## src/rtl/core/frt_pkg.sv

```systemverilog
// Package: widths, status codes and register indexes of the fragment reassembly tracker.
package frt_pkg;

   localparam int MAX_FRAGS = 512;

   localparam int MAGIC_W  = 16;
   localparam int FNUM_W   = 32;
   localparam int FIDX_W   = 16;
   localparam int PSIZE_W  = 11;
   localparam int OFFS_W   = 20;
   localparam int STATUS_W = 3;

   localparam int CSR_IDX_W  = 1;
   localparam int CSR_DATA_W = 16;

   localparam logic [CSR_IDX_W-1:0] CSR_EXPECTED_MAGIC = 1'd0;
   localparam logic [CSR_IDX_W-1:0] CSR_PAYLOAD_SIZE   = 1'd1;

   localparam logic [MAGIC_W-1:0] MAGIC_RESET = 16'd0;
   localparam logic [PSIZE_W-1:0] PSIZE_RESET = 11'd1400;

   // Bitmap is kept as rows of ROW_W bits in a small memory
   localparam int ROW_W  = 32;
   localparam int BIT_W  = $clog2(ROW_W);
   localparam int ROWS   = (MAX_FRAGS + ROW_W - 1) / ROW_W;
   localparam int ROW_AW = (ROWS > 1) ? $clog2(ROWS) : 1;
   localparam int IDX_W  = ROW_AW + BIT_W;
   localparam int CNT_W  = $clog2(MAX_FRAGS + 1);

   typedef enum logic [STATUS_W-1:0] {
      ST_STORED = 3'd0,
      ST_DUP    = 3'd1,
      ST_MAGIC  = 3'd2,
      ST_ZERO   = 3'd3,
      ST_OTHER  = 3'd4,
      ST_RANGE  = 3'd5,
      ST_MANY   = 3'd6
   } status_type;

endpackage

```

## src/rtl/core/frt_if.sv

```systemverilog
// Interfaces: fragment header request channel and tracking result channel.
interface frt_req_if import frt_pkg::*; ();
   logic               valid;
   logic               ready;
   logic [MAGIC_W-1:0] hdr_magic;
   logic [FNUM_W-1:0]  frame_num;
   logic [FIDX_W-1:0]  frag_index;
   logic [FIDX_W-1:0]  frag_count;
   logic               is_end;
   logic [PSIZE_W-1:0] payload_len;

   modport source (output valid, hdr_magic, frame_num, frag_index, frag_count, is_end,
                   payload_len, input ready);
   modport sink   (input valid, hdr_magic, frame_num, frag_index, frag_count, is_end,
                   payload_len, output ready);
endinterface

interface frt_rsp_if import frt_pkg::*; ();
   logic                valid;
   logic                ready;
   logic [STATUS_W-1:0] status;
   logic                started_frame;
   logic [OFFS_W-1:0]   write_offset;
   logic [PSIZE_W-1:0]  write_length;
   logic                frame_done;
   logic [OFFS_W-1:0]   frame_bytes;
   logic [FNUM_W-1:0]   done_frame_num;

   modport source (output valid, status, started_frame, write_offset, write_length,
                   frame_done, frame_bytes, done_frame_num, input ready);
   modport sink   (input valid, status, started_frame, write_offset, write_length,
                   frame_done, frame_bytes, done_frame_num, output ready);
endinterface

```

## src/rtl/core/fragment_reassembly_tracker_unit.sv

```systemverilog
// Top level: fragment reassembly tracker, one fragment header checked and tracked per cycle while rsp is not stalled.
//
//   channel | dir | handshake        | carries
//   req     | in  | valid / ready    | one fragment header
//   rsp     | out | valid / ready    | status, write slot, frame completion
//   csr_*   | in  | csr_we           | expected_magic, payload_size
//
// One request per cycle sustained while rsp is not stalled; an accepted request passes
// through the input stage (holding the bitmap row read), then the result register,
// where rsp.valid rises.
// The bitmap row memory has a registered read; a row written by the previous request
// is forwarded, and per-row valid flops clear the whole map without a clearing pass.
// Reset (synchronous) clears control state and row valid flops; no clearing pass.
// A stalled rsp holds the result register; the input stage still takes one more request.
module fragment_reassembly_tracker_unit import frt_pkg::*; (
   input  logic                  clock,
   input  logic                  reset,
   frt_req_if.sink               req,
   frt_rsp_if.source             rsp,
   input  logic                  csr_we,
   input  logic [CSR_IDX_W-1:0]  csr_index,
   input  logic [CSR_DATA_W-1:0] csr_wdata
);

   // ---------------- configuration registers ----------------
   logic [MAGIC_W-1:0] magic_ff, magic_in;
   logic [PSIZE_W-1:0] psize_ff, psize_in;

   always_comb begin
      magic_in = magic_ff;
      psize_in = psize_ff;
      if (csr_we && (csr_index == CSR_EXPECTED_MAGIC)) begin
         magic_in = csr_wdata[MAGIC_W-1:0];
      end
      if (csr_we && (csr_index == CSR_PAYLOAD_SIZE)) begin
         psize_in = csr_wdata[PSIZE_W-1:0];
      end
   end

   always_ff @(posedge clock) begin
      if (reset) begin
         magic_ff <= MAGIC_RESET;
         psize_ff <= PSIZE_RESET;
      end else begin
         magic_ff <= magic_in;
         psize_ff <= psize_in;
      end
   end

   // ---------------- handshake control ----------------
   logic s_valid_ff, s_valid_in;
   logic o_valid_ff, o_valid_in;
   logic accept;
   logic advance;

   // Advance the input stage whenever the result register is free or being drained
   assign advance    = s_valid_ff && (!o_valid_ff || rsp.ready);
   assign req.ready  = !s_valid_ff || advance;
   assign accept     = req.valid && req.ready;

   always_comb begin
      s_valid_in = s_valid_ff;
      if (accept) begin
         s_valid_in = 1'b1;
      end else if (advance) begin
         s_valid_in = 1'b0;
      end
      o_valid_in = o_valid_ff;
      if (advance) begin
         o_valid_in = 1'b1;
      end else if (rsp.ready) begin
         o_valid_in = 1'b0;
      end
   end

   // ---------------- input stage ----------------
   logic [MAGIC_W-1:0] s_magic_ff, s_magic_in;
   logic [FNUM_W-1:0]  s_fnum_ff, s_fnum_in;
   logic [FIDX_W-1:0]  s_idx_ff, s_idx_in;
   logic [FIDX_W-1:0]  s_cnt_ff, s_cnt_in;
   logic               s_end_ff, s_end_in;
   logic [PSIZE_W-1:0] s_len_ff, s_len_in;

   // Hold the captured request while stalled
   always_comb begin
      s_magic_in = accept ? req.hdr_magic   : s_magic_ff;
      s_fnum_in  = accept ? req.frame_num   : s_fnum_ff;
      s_idx_in   = accept ? req.frag_index  : s_idx_ff;
      s_cnt_in   = accept ? req.frag_count  : s_cnt_ff;
      s_end_in   = accept ? req.is_end      : s_end_ff;
      s_len_in   = accept ? req.payload_len : s_len_ff;
   end

   always_ff @(posedge clock) begin
      s_magic_ff <= s_magic_in;
      s_fnum_ff  <= s_fnum_in;
      s_idx_ff   <= s_idx_in;
      s_cnt_ff   <= s_cnt_in;
      s_end_ff   <= s_end_in;
      s_len_ff   <= s_len_in;
   end

   // ---------------- frame state ----------------
   logic [FNUM_W-1:0]  cur_frame_ff, cur_frame_in;
   logic [CNT_W-1:0]   total_ff, total_in;
   logic [CNT_W-1:0]   count_ff, count_in;
   logic [PSIZE_W-1:0] final_ff, final_in;
   logic [ROWS-1:0]    row_valid_ff, row_valid_in;

   // ---------------- bitmap row memory ----------------
   logic [ROW_W-1:0]  map_mem [ROWS];
   logic [ROW_W-1:0]  rd_ff;
   logic              wr_en;
   logic [ROW_AW-1:0] wr_row;
   logic [ROW_W-1:0]  wr_data;

   // Read the row of the incoming request at acceptance
   always_ff @(posedge clock) begin
      if (accept) begin
         rd_ff <= map_mem[req.frag_index[IDX_W-1:BIT_W]];
      end
      if (wr_en) begin
         map_mem[wr_row] <= wr_data;
      end
   end

   // Forward the row written at the edge that loaded the input stage; drop it once
   // the input stage drains
   logic              fwd_ff, fwd_in;
   logic [ROW_AW-1:0] fwd_row_ff, fwd_row_in;
   logic [ROW_W-1:0]  fwd_data_ff, fwd_data_in;

   always_comb begin
      fwd_in      = accept ? wr_en   : (advance ? 1'b0 : fwd_ff);
      fwd_row_in  = accept ? wr_row  : fwd_row_ff;
      fwd_data_in = accept ? wr_data : fwd_data_ff;
   end

   always_ff @(posedge clock) begin
      fwd_row_ff  <= fwd_row_in;
      fwd_data_ff <= fwd_data_in;
   end

   // ---------------- checks and tracking ----------------
   logic                     bad_magic, zero_total, too_many, ok;
   logic                     start;
   logic [FNUM_W-1:0]        frame_eff;
   logic [CNT_W-1:0]         total_eff;
   logic [CNT_W-1:0]         count_base;
   logic [PSIZE_W-1:0]       final_base;
   logic                     other, out_range, in_frame;
   logic [IDX_W-1:0]         idx;
   logic [ROW_AW-1:0]        row;
   logic [BIT_W-1:0]         bitpos;
   logic [ROW_W-1:0]         row_base, row_data;
   logic                     seen, store, done;
   logic [PSIZE_W-1:0]       wlen;
   logic [IDX_W+PSIZE_W-1:0] woff_prod;
   logic [CNT_W-1:0]         total_m1;
   logic [CNT_W+PSIZE_W-1:0] fb_prod;
   logic [CNT_W-1:0]         count_new;
   logic [PSIZE_W-1:0]       final_new;
   logic [OFFS_W-1:0]        fbytes;
   status_type               status;

   always_comb begin
      bad_magic  = s_magic_ff != magic_ff;
      zero_total = s_cnt_ff == '0;
      too_many   = s_cnt_ff > FIDX_W'(MAX_FRAGS);
      ok         = !bad_magic && !zero_total && !too_many;

      // Fragment 0 of a different frame opens a new frame
      start      = ok && (s_idx_ff == '0) && (s_fnum_ff != cur_frame_ff);
      frame_eff  = start ? s_fnum_ff : cur_frame_ff;
      total_eff  = start ? s_cnt_ff[CNT_W-1:0] : total_ff;
      count_base = start ? '0 : count_ff;
      final_base = start ? '0 : final_ff;

      other      = s_fnum_ff != frame_eff;
      out_range  = (s_idx_ff >= FIDX_W'(total_eff)) || (s_idx_ff >= FIDX_W'(MAX_FRAGS));
      in_frame   = ok && !other && !out_range;

      idx        = s_idx_ff[IDX_W-1:0];
      row        = idx[IDX_W-1:BIT_W];
      bitpos     = idx[BIT_W-1:0];

      row_base   = (fwd_ff && (fwd_row_ff == row)) ? fwd_data_ff : rd_ff;
      row_data   = (start || !row_valid_ff[row]) ? '0 : row_base;
      seen       = row_data[bitpos];
      store      = in_frame && !seen;

      wlen       = (s_len_ff < psize_ff) ? s_len_ff : psize_ff;
      woff_prod  = (IDX_W+PSIZE_W)'(idx) * (IDX_W+PSIZE_W)'(psize_ff);

      count_new  = count_base + CNT_W'(store);
      final_new  = (store && s_end_ff) ? wlen : final_base;
      done       = in_frame && (count_new == total_eff);

      total_m1   = total_eff - CNT_W'(1);
      fb_prod    = (CNT_W+PSIZE_W)'(total_m1) * (CNT_W+PSIZE_W)'(psize_ff);
      fbytes     = OFFS_W'(fb_prod) + OFFS_W'(final_new);

      if (bad_magic) begin
         status = ST_MAGIC;
      end else if (zero_total) begin
         status = ST_ZERO;
      end else if (too_many) begin
         status = ST_MANY;
      end else if (other) begin
         status = ST_OTHER;
      end else if (out_range) begin
         status = ST_RANGE;
      end else if (seen) begin
         status = ST_DUP;
      end else begin
         status = ST_STORED;
      end

      wr_en   = advance && store && !done;
      wr_row  = row;
      wr_data = row_data | (ROW_W'(1) << bitpos);
   end

   // Update the frame state as the request leaves the input stage
   always_comb begin
      cur_frame_in = cur_frame_ff;
      total_in     = total_ff;
      count_in     = count_ff;
      final_in     = final_ff;
      row_valid_in = row_valid_ff;
      if (advance) begin
         if (done) begin
            cur_frame_in = '0;
            total_in     = '0;
            count_in     = '0;
            final_in     = '0;
            row_valid_in = '0;
         end else if (in_frame) begin
            cur_frame_in = frame_eff;
            total_in     = total_eff;
            count_in     = count_new;
            final_in     = final_new;
            if (start) begin
               row_valid_in = '0;
            end
            if (store) begin
               row_valid_in[row] = 1'b1;
            end
         end
      end
   end

   always_ff @(posedge clock) begin
      if (reset) begin
         s_valid_ff   <= 1'b0;
         o_valid_ff   <= 1'b0;
         fwd_ff       <= 1'b0;
         cur_frame_ff <= '0;
         total_ff     <= '0;
         count_ff     <= '0;
         final_ff     <= '0;
         row_valid_ff <= '0;
      end else begin
         s_valid_ff   <= s_valid_in;
         o_valid_ff   <= o_valid_in;
         fwd_ff       <= fwd_in;
         cur_frame_ff <= cur_frame_in;
         total_ff     <= total_in;
         count_ff     <= count_in;
         final_ff     <= final_in;
         row_valid_ff <= row_valid_in;
      end
   end

   // ---------------- result register ----------------
   logic [STATUS_W-1:0] o_status_ff, o_status_in;
   logic                o_started_ff, o_started_in;
   logic [OFFS_W-1:0]   o_woff_ff, o_woff_in;
   logic [PSIZE_W-1:0]  o_wlen_ff, o_wlen_in;
   logic                o_done_ff, o_done_in;
   logic [OFFS_W-1:0]   o_fbytes_ff, o_fbytes_in;
   logic [FNUM_W-1:0]   o_dnum_ff, o_dnum_in;

   always_comb begin
      o_status_in  = o_status_ff;
      o_started_in = o_started_ff;
      o_woff_in    = o_woff_ff;
      o_wlen_in    = o_wlen_ff;
      o_done_in    = o_done_ff;
      o_fbytes_in  = o_fbytes_ff;
      o_dnum_in    = o_dnum_ff;
      if (advance) begin
         o_status_in  = status;
         o_started_in = start;
         o_woff_in    = store ? OFFS_W'(woff_prod) : '0;
         o_wlen_in    = store ? wlen : '0;
         o_done_in    = done;
         o_fbytes_in  = done ? fbytes : '0;
         o_dnum_in    = done ? frame_eff : '0;
      end
   end

   always_ff @(posedge clock) begin
      o_status_ff  <= o_status_in;
      o_started_ff <= o_started_in;
      o_woff_ff    <= o_woff_in;
      o_wlen_ff    <= o_wlen_in;
      o_done_ff    <= o_done_in;
      o_fbytes_ff  <= o_fbytes_in;
      o_dnum_ff    <= o_dnum_in;
   end

   assign rsp.valid          = o_valid_ff;
   assign rsp.status         = o_status_ff;
   assign rsp.started_frame  = o_started_ff;
   assign rsp.write_offset   = o_woff_ff;
   assign rsp.write_length   = o_wlen_ff;
   assign rsp.frame_done     = o_done_ff;
   assign rsp.frame_bytes    = o_fbytes_ff;
   assign rsp.done_frame_num = o_dnum_ff;

   // ---------------- assertions ----------------
   // A completed frame comes only from a request of that frame
   a_done_status: assert property (@(posedge clock) disable iff (reset)
      rsp.valid && rsp.frame_done |-> (rsp.status == ST_STORED || rsp.status == ST_DUP))
      else $error("frame_done with a dropped status");

   // Completion returns the tracker to the idle frame
   a_done_clears: assert property (@(posedge clock) disable iff (reset)
      advance && done |=> (cur_frame_ff == '0) && (count_ff == '0) && (row_valid_ff == '0))
      else $error("frame state not cleared after completion");

   // Received count never passes the frame total
   a_count_bound: assert property (@(posedge clock) disable iff (reset)
      count_ff <= total_ff)
      else $error("received count above expected total");

   // Only a stored fragment carries a write slot
   a_slot_only_stored: assert property (@(posedge clock) disable iff (reset)
      rsp.valid && (rsp.status != ST_STORED) |-> (rsp.write_offset == '0)
                                                 && (rsp.write_length == '0))
      else $error("write slot on a fragment that was not stored");

   // A forwarded row is only ever live while a request sits in the input stage
   a_fwd_live: assert property (@(posedge clock) disable iff (reset)
      fwd_ff |-> s_valid_ff)
      else $error("row forward armed with an empty input stage");

endmodule
```

## src/flat_wrapper.sv

```systemverilog
// flat-port wrapper written by rule: the top's interface ports become plain ports
module fragment_reassembly_tracker_unit_flat import frt_pkg::*;
  (clock, reset, csr_we, csr_index, csr_wdata, req_valid, req_hdr_magic, req_frame_num, req_frag_index, req_frag_count, req_is_end, req_payload_len, req_ready, rsp_valid, rsp_status, rsp_started_frame, rsp_write_offset, rsp_write_length, rsp_frame_done, rsp_frame_bytes, rsp_done_frame_num, rsp_ready);
  frt_req_if req_i ();
  frt_rsp_if rsp_i ();
  input  logic clock;
  input  logic reset;
  input  logic csr_we;
  input  logic [CSR_IDX_W-1:0] csr_index;
  input  logic [CSR_DATA_W-1:0] csr_wdata;
  input wire logic [$bits(req_i.valid)-1:0] req_valid;
  input wire logic [$bits(req_i.hdr_magic)-1:0] req_hdr_magic;
  input wire logic [$bits(req_i.frame_num)-1:0] req_frame_num;
  input wire logic [$bits(req_i.frag_index)-1:0] req_frag_index;
  input wire logic [$bits(req_i.frag_count)-1:0] req_frag_count;
  input wire logic [$bits(req_i.is_end)-1:0] req_is_end;
  input wire logic [$bits(req_i.payload_len)-1:0] req_payload_len;
  output wire logic [$bits(req_i.ready)-1:0] req_ready;
  output wire logic [$bits(rsp_i.valid)-1:0] rsp_valid;
  output wire logic [$bits(rsp_i.status)-1:0] rsp_status;
  output wire logic [$bits(rsp_i.started_frame)-1:0] rsp_started_frame;
  output wire logic [$bits(rsp_i.write_offset)-1:0] rsp_write_offset;
  output wire logic [$bits(rsp_i.write_length)-1:0] rsp_write_length;
  output wire logic [$bits(rsp_i.frame_done)-1:0] rsp_frame_done;
  output wire logic [$bits(rsp_i.frame_bytes)-1:0] rsp_frame_bytes;
  output wire logic [$bits(rsp_i.done_frame_num)-1:0] rsp_done_frame_num;
  input wire logic [$bits(rsp_i.ready)-1:0] rsp_ready;
  assign req_i.valid = req_valid;
  assign req_i.hdr_magic = req_hdr_magic;
  assign req_i.frame_num = req_frame_num;
  assign req_i.frag_index = req_frag_index;
  assign req_i.frag_count = req_frag_count;
  assign req_i.is_end = req_is_end;
  assign req_i.payload_len = req_payload_len;
  assign req_ready = req_i.ready;
  assign rsp_valid = rsp_i.valid;
  assign rsp_status = rsp_i.status;
  assign rsp_started_frame = rsp_i.started_frame;
  assign rsp_write_offset = rsp_i.write_offset;
  assign rsp_write_length = rsp_i.write_length;
  assign rsp_frame_done = rsp_i.frame_done;
  assign rsp_frame_bytes = rsp_i.frame_bytes;
  assign rsp_done_frame_num = rsp_i.done_frame_num;
  assign rsp_i.ready = rsp_ready;
  fragment_reassembly_tracker_unit u_core (.clock(clock), .reset(reset), .req(req_i), .rsp(rsp_i), .csr_we(csr_we), .csr_index(csr_index), .csr_wdata(csr_wdata));
endmodule
```

## config.mk

```make
export PLATFORM = sky130hd
export DESIGN_NAME = fragment_reassembly_tracker_unit_flat
export DESIGN_NICKNAME = d
export VERILOG_FILES = /design/src/rtl/core/frt_pkg.sv /design/src/rtl/core/frt_if.sv /design/src/rtl/core/fragment_reassembly_tracker_unit.sv /design/src/flat_wrapper.sv
export SDC_FILE = /design/constraint.sdc
export NUM_CORES = 1
export LEC_CHECK = 0
export ABC_AREA = 1
export BUFFER_PORTS_ARGS = -buffer_cell sky130_fd_sc_hd__buf_4
export CAP_MARGIN = 0
export CORE_ASPECT_RATIO = 0.6
export CORE_MARGIN = 8
export CORE_UTILIZATION = 31
export DETAILED_ROUTE_END_ITERATION = 16
export PLACE_DENSITY = 0.45
export REMOVE_ABC_BUFFERS = 1
export SYNTH_ARGS = -nofsm -noshare
export SYNTH_HDL_FRONTEND = slang
export SYNTH_SLANG_ARGS = --single-unit
```

## constraint.sdc

```tcl
create_clock -name clock -period 11.5 [get_ports clock]
set_input_delay 0.575 -clock clock [delete_from_list [all_inputs] [get_ports clock]]
set_output_delay 0.575 -clock clock [all_outputs]
set_load 0.01 [all_outputs]
```

==> results of run 1 <==
-- state kept, by name, summed over array words and instances, names as in the netlist, 16 cells and up --
register / cells
u_core.magic_ff: 16
u_core.s_cnt_ff: 16
u_core.fwd_data_ff: 32
u_core.s_idx_ff: 16
u_core.cur_frame_ff: 32
u_core.rsp.frame_bytes: 20
u_core.rd_ff: 32
u_core.s_magic_ff: 16
u_core.rsp.write_offset: 20
u_core.row_valid_ff: 16
u_core.rsp.done_frame_num: 32
u_core.map_mem: 512
u_core.s_fnum_ff: 32
-- power by group --
part	switching, mW	internal [mW]
clock network	1.30	1.54
logic	1.47	0.898
registers	0.0448	3.53
-- Yosys cell counts, types with 5 or more instances --
master and number:
a21oi_1 291, buf_1 18, buf_2 20, buf_6 6, clkbuf_1 155, clkinv_1 12, dfxtp_1 109, edfxtp_1 760
fa_1 144, ha_1 114, inv_1 623, inv_2 13, mux2i_1 128, nand2_1 796, nand3_1 142, nand4_1 35
nor2_1 291, nor2_2 30, nor3_1 9, o211ai_1 137, o21ai_0 279, o21bai_1 12, o221ai_1 5, o2bb2ai_1 11
xnor2_1 12, xor2_1 29
-- worst max path at each step --
stage                                                     endpoint  slack (ns)  cells past startpoint
final                     u_core.rsp.frame_bytes[16]$_SDFFCE_PN0P_        1.54                     40
after CTS                 u_core.rsp.frame_bytes[16]$_SDFFCE_PN0P_        1.78                     39
after global placement    u_core.rsp.frame_bytes[16]$_SDFFCE_PN0P_        1.94                     38
after detailed placement  u_core.rsp.frame_bytes[16]$_SDFFCE_PN0P_        1.82                     38
after floorplan           u_core.rsp.frame_bytes[19]$_SDFFCE_PN0P_        3.14                     44
after global routing      u_core.rsp.frame_bytes[19]$_SDFFCE_PN0P_        0.75                     39
-- through the flow --
stage,power [mW],setup WS [ns]
CTS,8.858,1.779
floorplan,5.272,3.139
detailed placement,5.991,1.819
global route,9.336,0.7487
global placement,5.999,1.939
finish,8.780,1.536
-- layout make-up --
class / instances / area [sq um] / area share
diodes: 9 / 22.52 / 0.0004456
clock buffers: 106 / 2280 / 0.04510
clock inverters: 55 / 461.7 / 0.009134
inverters: 648 / 2447 / 0.04842
multi-input cells: 2503 / 15770 / 0.3119
flip-flops and latches: 869 / 25000 / 0.4947
well taps: 1907 / 2386 / 0.04720
repair buffers: 286 / 2180 / 0.04312
-- kinds of logic after synthesis --
kind of cell | synth area share
simple gates | 0.1243
flops | 0.5694
fa+ha+maj | 0.09813
xor+xnor | 0.008178
mux | 0.02918
buf+inv | 0.07468
compound gates | 0.09614
-- layer usage --
| layer | vias to the layer above | share of wire |
|---|---|---|
| li1 | 14503 | - |
| met2 | 755 | 0.39 |
| met5 | - | 0 |
| met1 | 14964 | 0.53 |
| met3 | 133 | 0.066 |
| met4 | 0 | 0.017 |
-- cell usage in the layout, fill, tap and decap left out, drive strengths merged, types with 114 or more instances in the layout --
cell / count
nand2: 797
ha: 114
nor2: 325
inv: 641
mux2i: 128
nand3: 146
buf: 286
o211ai: 137
edfxtp: 760
fa: 144
o21ai: 282
a21oi: 292
-- worst reg2reg max path, delay by kind of cell (launching register included) --
| family | cells | cell delay, ns |
|---|---|---|
| buffers and inverters | 6 | 1.05 |
| AND/OR/NAND/NOR | 21 | 4.09 |
| AO/OA/AOI/OAI | 7 | 1.34 |
| adder cells (fa/ha/maj) | 6 | 2.85 |
| flip-flops | 1 | 0.38 |
==> results_dict.tcl, run 1 <==
set metrics [dict create \
    rsz0062_at_grt "no" \
    use_met3 0.03298 \
    synthTopCellsByArea "edfxtp_1 (52%), nand2_1 (6.8%), fa_1 (6.6%)" \
    first_pass_iters 5 \
    detail-route-antenna-nets 0 \
    clockRootBuffer "clkbuf_16" \
    hold_buffers 0 \
    reg2reg_depth 40 \
    slowest_stage "nor2_1" \
    grt_use_met1 0.2779 \
    gr-total-overflow 0 \
    synth.largest_area_cell "edfxtp_1" \
    cts.clk_slew.worst_paths_ns 0.07 \
    io_buffers 203 \
    gp_congestion 0.8279 \
    synth-seq-area-share 0.5694 \
    tightest_slew_ns 1.411 \
    ys_ff_latch 869 \
    start_util 0.3109 \
    syn_to_final_growth_pct 15.11 \
    antenna_found_initial 6 \
    clk_path_buf_depth 3 \
    max_stage_delay_ns 0.75 \
    h-tree-depth 3 \
    crit_buf_inv 6 \
    required_ns 11.92 \
    synth_edf_count 760 \
    arrival_ns 10.39 \
    final_nets 4767 \
    wl_per_cell_microns 20.80 \
    die_w_microns 501.9 \
    clk_latency_ns 0.69 \
    first_iter_violations 2791 \
    cts_tree "yes" \
    setup_viol 0 \
    finalClockSkew_ns 0.02544 \
    cts_setup_buffers 0 \
    tns_ns 0 \
    fin_crit_ns 9.964 \
    critPathMostFrequentCell "nand2_1" \
    maxCapViolCount 0 \
    via_per_inst 4.756 \
    syn_area_per_cell_sq_um 10.40 \
    ioPinCount 204 \
    yosys.cell_types.count 52 \
    hold_viol 0 \
    cts_made_buffers 87 \
    ys_warn_count 0 \
    synth_top_area_share 0.5197 \
    power.density_nw_per_um2 173.7 \
    max_slew_margin 0.05961 \
    crit_type "reg2reg" \
    startpoint_type "register" \
    ir_worst_vdd_v 0.0001907 \
    core_sq_um 141200 \
    die_h_microns 307.5 \
    min_path_cells 1 \
    hpwl_mm 86.13 \
    fin_crit_sh 0.8665 \
    hold_class "in2reg" \
    dr_total_vias 30355 \
    whs_ns 0.06754 \
    final_util 0.3579 \
    status "finished, final reports clean" \
    hold_start "req_frag_index[4]" \
    slew_viol_final 0 \
    grt_pass1_vias 29014 \
    drc 0 \
    cp_max_fo 41 \
    synthArstFlopShare 0 \
    busiest_layer "met1" \
    nFillCells 14073 \
    grt_use_total 0.1682 \
    whs_endpoint "u_core.s_idx_ff[4]$_DFFE_PP_" \
    critPathTopFamily "simple AND/OR/NAND/NOR gates" \
    synth_cells 4223 \
    r2r-start "u_core.s_magic_ff[13]$_DFFE_PP_" \
    r2r_slack_ns 1.54 \
    fin_cells 6383 \
    num_rows 107 \
    fmax_mhz 100.4 \
    fin_area_sq_um 50550 \
    grt_max_degree 138 \
    cts.repair.resized 0 \
    dieArea_sq_um 154300 \
    wl_mm 132.8 \
    crit_path_end_kind "register" \
    dp.cells 6213 \
    crit_path_start "u_core.s_magic_ff[13]$_DFFE_PP_" \
    dpl_cell_area_sq_um 47780 \
    globalRouteMet2Util 0.2223 \
    syn_area_sq_um 43910 \
    clkSinkCount 869 \
    worstReg2RegEnd "u_core.rsp.frame_bytes[16]$_SDFFCE_PN0P_" \
    leakagePower_nw 20.52 \
    grt_pass1_wl_mm 196.9 \
    layout-drive-gt1-share 0.1115 \
    ys.flop_type "edfxtp_1" \
]
No activity file was read; power rests on OpenSTA's default activity.
==> run 2, diff against run 1 <==
--- a/config.mk
+++ b/config.mk
@@ -9,9 +9,9 @@
 export BUFFER_PORTS_ARGS = -buffer_cell sky130_fd_sc_hd__buf_4
 export CAP_MARGIN = 0
 export CORE_ASPECT_RATIO = 0.6
-export CORE_MARGIN = 8
 export CORE_UTILIZATION = 31
 export DETAILED_ROUTE_END_ITERATION = 16
+export MAX_ROUTING_LAYER = met4
 export PLACE_DENSITY = 0.45
 export REMOVE_ABC_BUFFERS = 1
 export SYNTH_ARGS = -nofsm -noshare
==> results_dict.tcl, run 2 (synthesized netlist as in run 1, its figures left out) <==
set metrics [dict create \
    h-tree-depth 3 \
    io_buffers 203 \
    startpoint_type "register" \
    final_nets 4765 \
    clk_latency_ns 0.71 \
    first_iter_violations 2691 \
    core_sq_um 139900 \
    syn_to_final_growth_pct 15.32 \
    layout_common_cells "nand2_1 (795), edfxtp_1 (760), inv_1 (620)" \
    dr_total_vias 30308 \
    start_util 0.3138 \
    grt_use_total 0.1903 \
    totalPowerFinal_mw 8.842 \
    largest_reg_flops 512 \
    layout_commonest_cell "nand2_1" \
    cts.repair.resized 0 \
    grt_pass1_wl_mm 196.9 \
    seqPwrFrac 0.404 \
    tns_ns 0 \
    slew_viol_final 0 \
    first_pass_iters 6 \
    setup_slack_ns 1.460 \
    gr-total-overflow 0 \
    hold_viol 0 \
    cts.clk_slew.worst_paths_ns 0.06 \
    leakagePower_nw 20.53 \
    intPower_mw 6.010 \
    dieArea_sq_um 143200 \
    critPathMostFrequentCell "nand2_1" \
    max_stage_delay_ns 0.67 \
    cts_setup_buffers 0 \
    reg2reg_depth 41 \
    via_per_inst 4.771 \
    rsz0062_at_grt "no" \
    use_met3 0.03730 \
    clkSinkCount 869 \
    globalRouteMet2Util 0.2461 \
    cts_made_buffers 85 \
    grt_max_degree 179 \
    p_clk_frac 0.326 \
    antenna_found_initial 6 \
    dp_slack_ns 1.581 \
    nFillCells 13958 \
    combPwrFrac 0.269 \
    min_path_cells 1 \
    switching_share 0.3203 \
    busiest_layer "met1" \
    fin_crit_ns 10.04 \
    die_h_microns 293.5 \
    die_w_microns 487.9 \
    ioPinCount 204 \
    tightest_slew_ns 1.212 \
    cp_max_fo 74 \
    status "finished, final reports clean" \
    cts_tree "yes" \
    finalClockSkew_ns 0.03989 \
    detail-route-antenna-nets 0 \
    max_slew_margin 0.1909 \
    crit_path_end_kind "register" \
    fmax_mhz 99.60 \
    slowest_stage "nor2_1" \
    ir_worst_vdd_v 0.0001953 \
    arrival_ns 10.48 \
    clk_path_buf_depth 3 \
    power.density_nw_per_um2 174.6 \
    top_register "u_core.map_mem" \
    required_ns 11.94 \
    num_rows 106 \
    hold_class "in2reg" \
    hold_buffers 0 \
    crit_type "reg2reg" \
    layout-drive-gt1-share 0.1122 \
    maxCapViolCount 0 \
    fin_crit_sh 0.8731 \
    grt_use_met1 0.3000 \
    wl_mm 131.9 \
    setup_viol 0 \
    gp_congestion 0.8845 \
    clockRootBuffer "clkbuf_16" \
    drc 0 \
    wl_per_cell_microns 20.76 \
    power_switching_mw 2.832 \
    whs_ns 0.05762 \
    grt_pass1_vias 29139 \
    hpwl_mm 84.72 \
]
-- run 2: layer usage --
layer  wire length (microns)  share of wire  up-vias
li1                        -              -    14494
met1                   69280           0.53    14810
met2                   51660           0.39      860
met3                    8661          0.066      144
met4                    2261          0.017        0
met5                       0              0        -
-- run 2: path summary, 6_finish.rpt --
check                             startpoint                                        to  slack (ns)
min reg2reg  u_core.magic_ff[3]$_SDFFE_PP0P_           u_core.magic_ff[3]$_SDFFE_PP0P_        0.46
max reg2reg   u_core.s_magic_ff[5]$_DFFE_PP_  u_core.rsp.frame_bytes[19]$_SDFFCE_PN0P_        1.46
max           u_core.s_magic_ff[5]$_DFFE_PP_  u_core.rsp.frame_bytes[19]$_SDFFCE_PN0P_        1.46
min                        req_frame_num[17]            u_core.s_fnum_ff[17]$_DFFE_PP_        0.06
-- run 2: through the flow --
stage | instances | area, sq um | util
floorplan | 4020 | 43060 | -
global placement | 6194 | 47800 | 0.3416
global route | 6352 | 50640 | 0.3619
detailed placement | 6195 | 47810 | 0.3417
finish | 6352 | 50640 | 0.3619
CTS | 6347 | 50620 | 0.3618
-- run 2: critical path, delay by kind of cell, from the launching register on --
kind | cells | cell delay, ns
buf+inv | 5 | 1.05
flops | 1 | 0.40
compound gates | 10 | 2.50
fa+ha+maj | 5 | 1.95
simple gates | 21 | 3.85
-- run 2: power groups by stage --
stage	clock network [mW]	logic, mW	registers, mW
after CTS	2.96	2.38	3.57
after floorplan	0	1.63	3.65
after detailed placement	0	2.36	3.64
after global placement	0	2.37	3.64
final	2.89	2.38	3.58
after global routing	3.08	2.74	3.58
-- run 2: area by class of cell --
cell class	instances	area, sq um	share of cell area
clock inverters	53	580.6	0.01147
multi-input cells	2503	15780	0.3117
diodes	4	10.01	0.0001977
repair buffers	286	2217	0.04378
well taps	1890	2365	0.04670
clock buffers	99	2231	0.04406
inverters	648	2447	0.04833
flip-flops and latches	869	25000	0.4938
